File: src/rtl/tet_pkg.sv
// ============================================================================
// tet_pkg: shared constants and helpers for the screw-axis exponential
// CORDIC angle table, fixed-point constants, rounding and saturation helpers.
// ============================================================================
`default_nettype none
package tet_pkg;
    localparam int CORDIC_STEPS_DEF = 18;
    localparam int CW = 34;  // CORDIC datapath width (Q30 with headroom)
    localparam logic signed [CW-1:0] GAIN_Q30    = 34'sd652032874;
    localparam logic signed [CW-1:0] PI_Q30      = 34'sd3373259426;
    localparam logic signed [CW-1:0] HALF_PI_Q30 = 34'sd1686629713;

    function automatic logic signed [CW-1:0] atan_q30(input int i);
        logic [31:0] t;
        begin
            unique case (i)
                0: t = 32'h3243F6A8;  1: t = 32'h1DAC6705;  2: t = 32'h0FADBAFC;
                3: t = 32'h07F56EA6;  4: t = 32'h03FEAB76;  5: t = 32'h01FFD55B;
                6: t = 32'h00FFFAAA;  7: t = 32'h007FFF55;  8: t = 32'h003FFFEA;
                9: t = 32'h001FFFFD; 10: t = 32'h000FFFFF; 11: t = 32'h0007FFFF;
                12: t = 32'h0003FFFF; 13: t = 32'h0001FFFF; 14: t = 32'h0000FFFF;
                15: t = 32'h00007FFF; 16: t = 32'h00003FFF; 17: t = 32'h00001FFF;
                18: t = 32'h00000FFF; 19: t = 32'h000007FF; 20: t = 32'h000003FF;
                21: t = 32'h000001FF; 22: t = 32'h000000FF; 23: t = 32'h0000007F;
                24: t = 32'h0000003F; 25: t = 32'h0000001F; 26: t = 32'h0000000F;
                27: t = 32'h00000008; 28: t = 32'h00000004; 29: t = 32'h00000002;
                30: t = 32'h00000001;
                default: t = 32'h00000000;
            endcase
            atan_q30 = $signed({2'b00, t});
        end
    endfunction

    // Operands carried alongside the CORDIC cells.
    typedef struct packed {
        logic signed [17:0] wx;
        logic signed [17:0] wy;
        logic signed [17:0] wz;
        logic signed [19:0] vx;
        logic signed [19:0] vy;
        logic signed [19:0] vz;
        logic signed [18:0] th;
    } axis_t;

    // Round half up by 32 bits and saturate to an 18-bit result.
    function automatic logic signed [17:0] rsat18(input logic signed [63:0] v);
        logic signed [63:0] r;
        begin
            r = (v + 64'sd2147483648) >>> 32;
            if (r > 64'sd131071) rsat18 = 18'sd131071;
            else if (r < -64'sd131072) rsat18 = -18'sd131072;
            else rsat18 = r[17:0];
        end
    endfunction

    function automatic logic signed [23:0] rsat24(input logic signed [63:0] v);
        logic signed [63:0] r;
        begin
            r = (v + 64'sd2147483648) >>> 32;
            if (r > 64'sd8388607) rsat24 = 24'sd8388607;
            else if (r < -64'sd8388608) rsat24 = -24'sd8388608;
            else rsat24 = r[23:0];
        end
    endfunction
endpackage
`default_nettype wire

File: src/rtl/tet_cordic_cell.sv
// ============================================================================
// tet_cordic_cell: one CORDIC rotation step
// Registers x, y, z and the carried item for the next cell in the chain.
// ============================================================================
`default_nettype none
module tet_cordic_cell #(
    parameter int STEP = 0
) (
    input  wire  logic                              aclk,
    input  wire  logic                              aresetn,
    input  wire  logic                              en,
    input  wire  logic                              vld_in,
    input  wire  logic signed [tet_pkg::CW-1:0]     x_in,
    input  wire  logic signed [tet_pkg::CW-1:0]     y_in,
    input  wire  logic signed [tet_pkg::CW-1:0]     z_in,
    input  wire  logic                              flip_in,
    input  wire  tet_pkg::axis_t                    ax_in,
    output logic                                    vld_out,
    output logic signed [tet_pkg::CW-1:0]           x_out,
    output logic signed [tet_pkg::CW-1:0]           y_out,
    output logic signed [tet_pkg::CW-1:0]           z_out,
    output logic                                    flip_out,
    output tet_pkg::axis_t                          ax_out
);
    logic signed [tet_pkg::CW-1:0] xs, ys, x_next, y_next, z_next;
    assign xs = x_in >>> STEP;
    assign ys = y_in >>> STEP;
    always_comb begin
        if (!z_in[tet_pkg::CW-1]) begin
            x_next = x_in - ys;
            y_next = y_in + xs;
            z_next = z_in - tet_pkg::atan_q30(STEP);
        end else begin
            x_next = x_in + ys;
            y_next = y_in - xs;
            z_next = z_in + tet_pkg::atan_q30(STEP);
        end
    end
    always_ff @(posedge aclk) begin
        if (!aresetn) begin
            vld_out <= 1'b0;
        end else if (en) begin
            vld_out <= vld_in;
        end
        if (en) begin
            x_out    <= x_next;
            y_out    <= y_next;
            z_out    <= z_next;
            flip_out <= flip_in;
            ax_out   <= ax_in;
        end
    end
endmodule
`default_nettype wire

File: config.mk
export PLATFORM = sky130hd
export DESIGN_NAME = tet_cordic_cell
export DESIGN_NICKNAME = d
export VERILOG_FILES = /design/src/rtl/tet_pkg.sv /design/src/rtl/tet_cordic_cell.sv
export SDC_FILE = /design/constraint.sdc
export NUM_CORES = 1
export LEC_CHECK = 0
export BUFFER_PORTS_ARGS = -buffer_cell sky130_fd_sc_hd__clkbuf_2
export CORE_AREA = 2 2 186 188
export DETAILED_ROUTE_END_ITERATION = 6
export DIE_AREA = 0 0 188 190
export GPL_ROUTABILITY_DRIVEN = 0
export HOLD_SLACK_MARGIN = 0.15
export PLACE_DENSITY = 0.67
export SYNTH_ARGS = -nofsm -noshare
export SYNTH_HDL_FRONTEND = slang
export SYNTH_SLANG_ARGS = --single-unit
File: constraint.sdc
create_clock -name aclk -period 5.2 [get_ports aclk]
set_input_delay 0.52 -clock aclk [delete_from_list [all_inputs] [get_ports aclk]]
set_output_delay 0.52 -clock aclk [all_outputs]
set_load 0.01 [all_outputs]
==> impl_results.md <==
- Clock power share: 33.0%
- Post-synth EDFFs: 235
- Overflow after GRT: 0
- Cells along the critical path: clkbuf_2, inv_1, ha_1, nand2b_1, a221oi_1, o211ai_1, nand3b_1, a21oi_1, o41ai_2, a21oi_1, o41ai_1, xnor2_1
- Crit path top cell by count: a21oi_1
- WP data arrival: 3.72 ns
- Primary FF master, synth: edfxtp_1
- Total number of clock tree sinks: 236
- Psw: 1.77 mW
- TritonRoute pass-1 iters: 6
- Max-slew violations: 0
- Hold Vio Cnt, Final: 0
- Core area: 33,900 µm²
- Slowest cell on the critical path: o41ai_2
- Initial antenna violation count: 4
- Seq/Total Area, Yosys: 50.2%
- First-pass GRT wire length: 70,900 µm
- IO Port Bufs: 476
- Clock-pin slew on the worst setup and hold paths: 0.06 ns
- Share of power burned in registers: 41.5%
- Initial Util: 41.5%
- Area of the multi-input gates: 6400 µm²
- Final setup vio count: 0
- Nets: 2,218
- Pin count of the biggest net entering global routing: 100
- Cell area after synthesis: 14,100 µm²
- Switching Share: 30.0%
- CP Class: in -> reg
- Internal power: 4.12 mW
- Die height: 190 µm
- Relative slew margins: 44.9%
- Post-synth ARST share: 0%
- Pwr Total: 5.89 mW
- Post-route minimum period: 3.45 ns
- Synth cell types: 71
- Combinational share of power: 25.5%
- Clock buffer depth: 3
- CTS tree: built
- Synth Area per Inst: 11.0 µm²
- Outcome: finished clean
- Dpl hpwl: 36,600 µm
- Max-cap violations: 0
- CTS Buf Count: 27
- Hold/Removal Path Class: in -> reg
- Area grow syn2layout: 32.9%
- Vias in the first global route: 12,211
- Iteration-0 DRC Markers: 1,337
- Max VDD drop: 0.256 mV
- Routed WL: 48,100 µm
- Vias/cell: 5.48
- Finished Core Util: 55.2%
- Vias: 12,722
- Root Driver: clkbuf_16
- Clk Latency, worst-skew pair: 0.53 ns
- Leak pwr: 8.38 nW
- Die footprint: 35,700 µm²
- Cells after Synth: 1,287
- CP max FO: 5
- Setup total negative slack: 0 ns
- Top Ports: 477
- Fin Clk Skew: 0 ns
- Slew @ Worst Pin: 0.826 ns
- Critical path startpoint category: input port
- RSZ-0062 raised after global routing: no
- CP Capture Type: flip-flop
- Max Fclk: 290 MHz
- Synthesis-stage register bit count: 236
- Crit-path max cell delay: 0.69 ns
- Number of fill cells in the layout: 2,922
- Fin crit share: 66.3%
- Layout cells sized above 1: 28.6%
- Residual DRC: 0
- Die Wd: 188 µm
- GRT Util Overall: 25.6%
- Final antenna-violating net count: 0
- WP data required: 5.47 ns
- Storage cell area: 7080 µm²
- Synth Net Count: 1,660
- H-tree lvl count: 1
- Synth Warn #: 0
- Post-CTS Setup Bufs: 0
- DR WL/cell: 20.7 µm
- PwrDens: 314 nW/µm²
- FP Rows: 68
==> layout by cell type, fill, tap and decap left out, drive strengths merged, types with 7 or more instances in the layout <==
cell / instances
clkbuf: 508
edfxtp: 235
a21oi: 147
ha: 129
inv: 116
dlygate4sd3: 92
nor2: 81
o21ai: 80
xnor2: 74
nand2: 52
a21o: 28
o21bai: 24
nor3: 24
xor2: 18
mux2i: 18
nand3: 16
o31ai: 15
nand4: 13
a31oi: 12
o211ai: 12
nand2b: 11
nor2b: 10
a211oi: 9
clkinv: 9
o21a: 8
or3: 7
buf: 7
==> area by class of cell <==
class                      instances  share of cell area [%]
multi-input combinational        889                    34.1
clock buffer                      33                    3.72
clock inverter                    15                   0.988
timing repair buffer             574                    18.0
inverter                         117                    2.34
sequential                       236                    37.7
tap                              455                    3.04
antenna                            4                  0.0534
==> critical path, delay by kind of cell <==
family / cells / cell delay, ns
buffers and inverters: 2 / 0.28
AND/OR/NAND/NOR: 2 / 0.37
XOR/XNOR: 1 / 0.10
adder cells (fa/ha/maj): 1 / 0.33
AO/OA/AOI/OAI: 6 / 2.11
==> timing repair <==
| item | in CTS | in global routing |
|---|---|---|
| hold buffers | 92 | 0 |
| gates resized for setup | 0 | 0 |
| hold endpoints to repair | 92 | 0 |
| endpoints found under the setup margin | 0 | 0 |
==> flip-flops by register name (all words and copies together), names as in the netlist <==
| register | count |
|---|---|
| y_out | 33 |
| x_out | 34 |
| vld_out | 1 |
| ax_out | 133 |
| flip_out | 1 |
| z_out | 34 |
==> cell families (layout without fill, tap and decap cells) <==
logic type / Yosys count / in the layout / share of synthesized area [%]
compound gates: 400 / 400 / 18.0
mux: 18 / 18 / 1.28
fa+ha+maj: 133 / 133 / 12.0
buf+inv: 162 / 739 / 4.46
flops: 236 / 236 / 50.2
xor+xnor: 92 / 92 / 5.71
other cells: 0 / 4 / 0
simple gates: 246 / 246 / 8.37
==> per-stage QoR <==
| stage | hold slack (ns) | instance area (µm²) | instances | worst slack [ns] |
|---|---|---|---|---|
| 2_1_floorplan | 0.538 | 14100 | 1287 | 1.24 |
| 3_3_place_gp | 0.512 | 16900 | 2179 | 1.29 |
| 3_5_place_dp | 0.518 | 16900 | 2179 | 1.25 |
| 4_1_cts | 0.150 | 18700 | 2319 | 1.82 |
| 5_1_grt | 0.151 | 18700 | 2323 | 1.57 |
| 6_report | 0.168 | 18700 | 2323 | 1.75 |
==> final timing paths <==
check | start | to | slack, ns | cells past startpoint
worst max register to register | vld_out$_SDFFE_PN0P_ | vld_out$_SDFFE_PN0P_ | 4.61 | 2
worst min register to register | vld_out$_SDFFE_PN0P_ | vld_out$_SDFFE_PN0P_ | 0.53 | 2
worst max-delay path | x_in[1] | x_out[33]$_DFFE_PP_ | 1.75 | 12
worst min-delay path | ax_in[24] | ax_out[24]$_DFFE_PP_ | 0.17 | 1
==> cell usage after synthesis, types with 13 or more instances <==
| cell type | count | area (µm²) |
|---|---|---|
| xor2_1 | 18 | 158 |
| a21o_1 | 28 | 210 |
| mux2i_1 | 18 | 180 |
| nand3_1 | 16 | 80.1 |
| nor3_1 | 24 | 120 |
| nand4_1 | 13 | 81.3 |
| xnor2_1 | 74 | 648 |
| inv_1 | 113 | 424 |
| a21oi_1 | 147 | 736 |
| clkbuf_1 | 30 | 113 |
| o21bai_1 | 24 | 180 |
| nand2_1 | 52 | 195 |
| o21ai_0 | 80 | 400 |
| ha_1 | 129 | 1610 |
| o31ai_1 | 15 | 113 |
| edfxtp_1 | 235 | 7060 |
| nor2_1 | 81 | 304 |
==> routing by layer <==
metal	track usage, %	up-vias	wire length, µm
met1	29.6	6007	18000
met4	12.9	0	2880
li1	-	5860	-
met3	3.47	157	3120
met2	46.3	698	24100
met5	0	-	0
==> power groups by stage <==
| stage | sequential, mW | combinational (mW) | clock, mW |
|---|---|---|---|
| after global placement | 2.48 | 1.41 | 0 |
| after global routing | 2.46 | 1.61 | 2.06 |
| after CTS | 2.44 | 1.49 | 1.98 |
| after floorplan | 2.59 | 0.687 | 0 |
| after detailed placement | 2.48 | 1.42 | 0 |
| final | 2.44 | 1.50 | 1.94 |
Note: power is estimated with default switching activity, not from simulation.
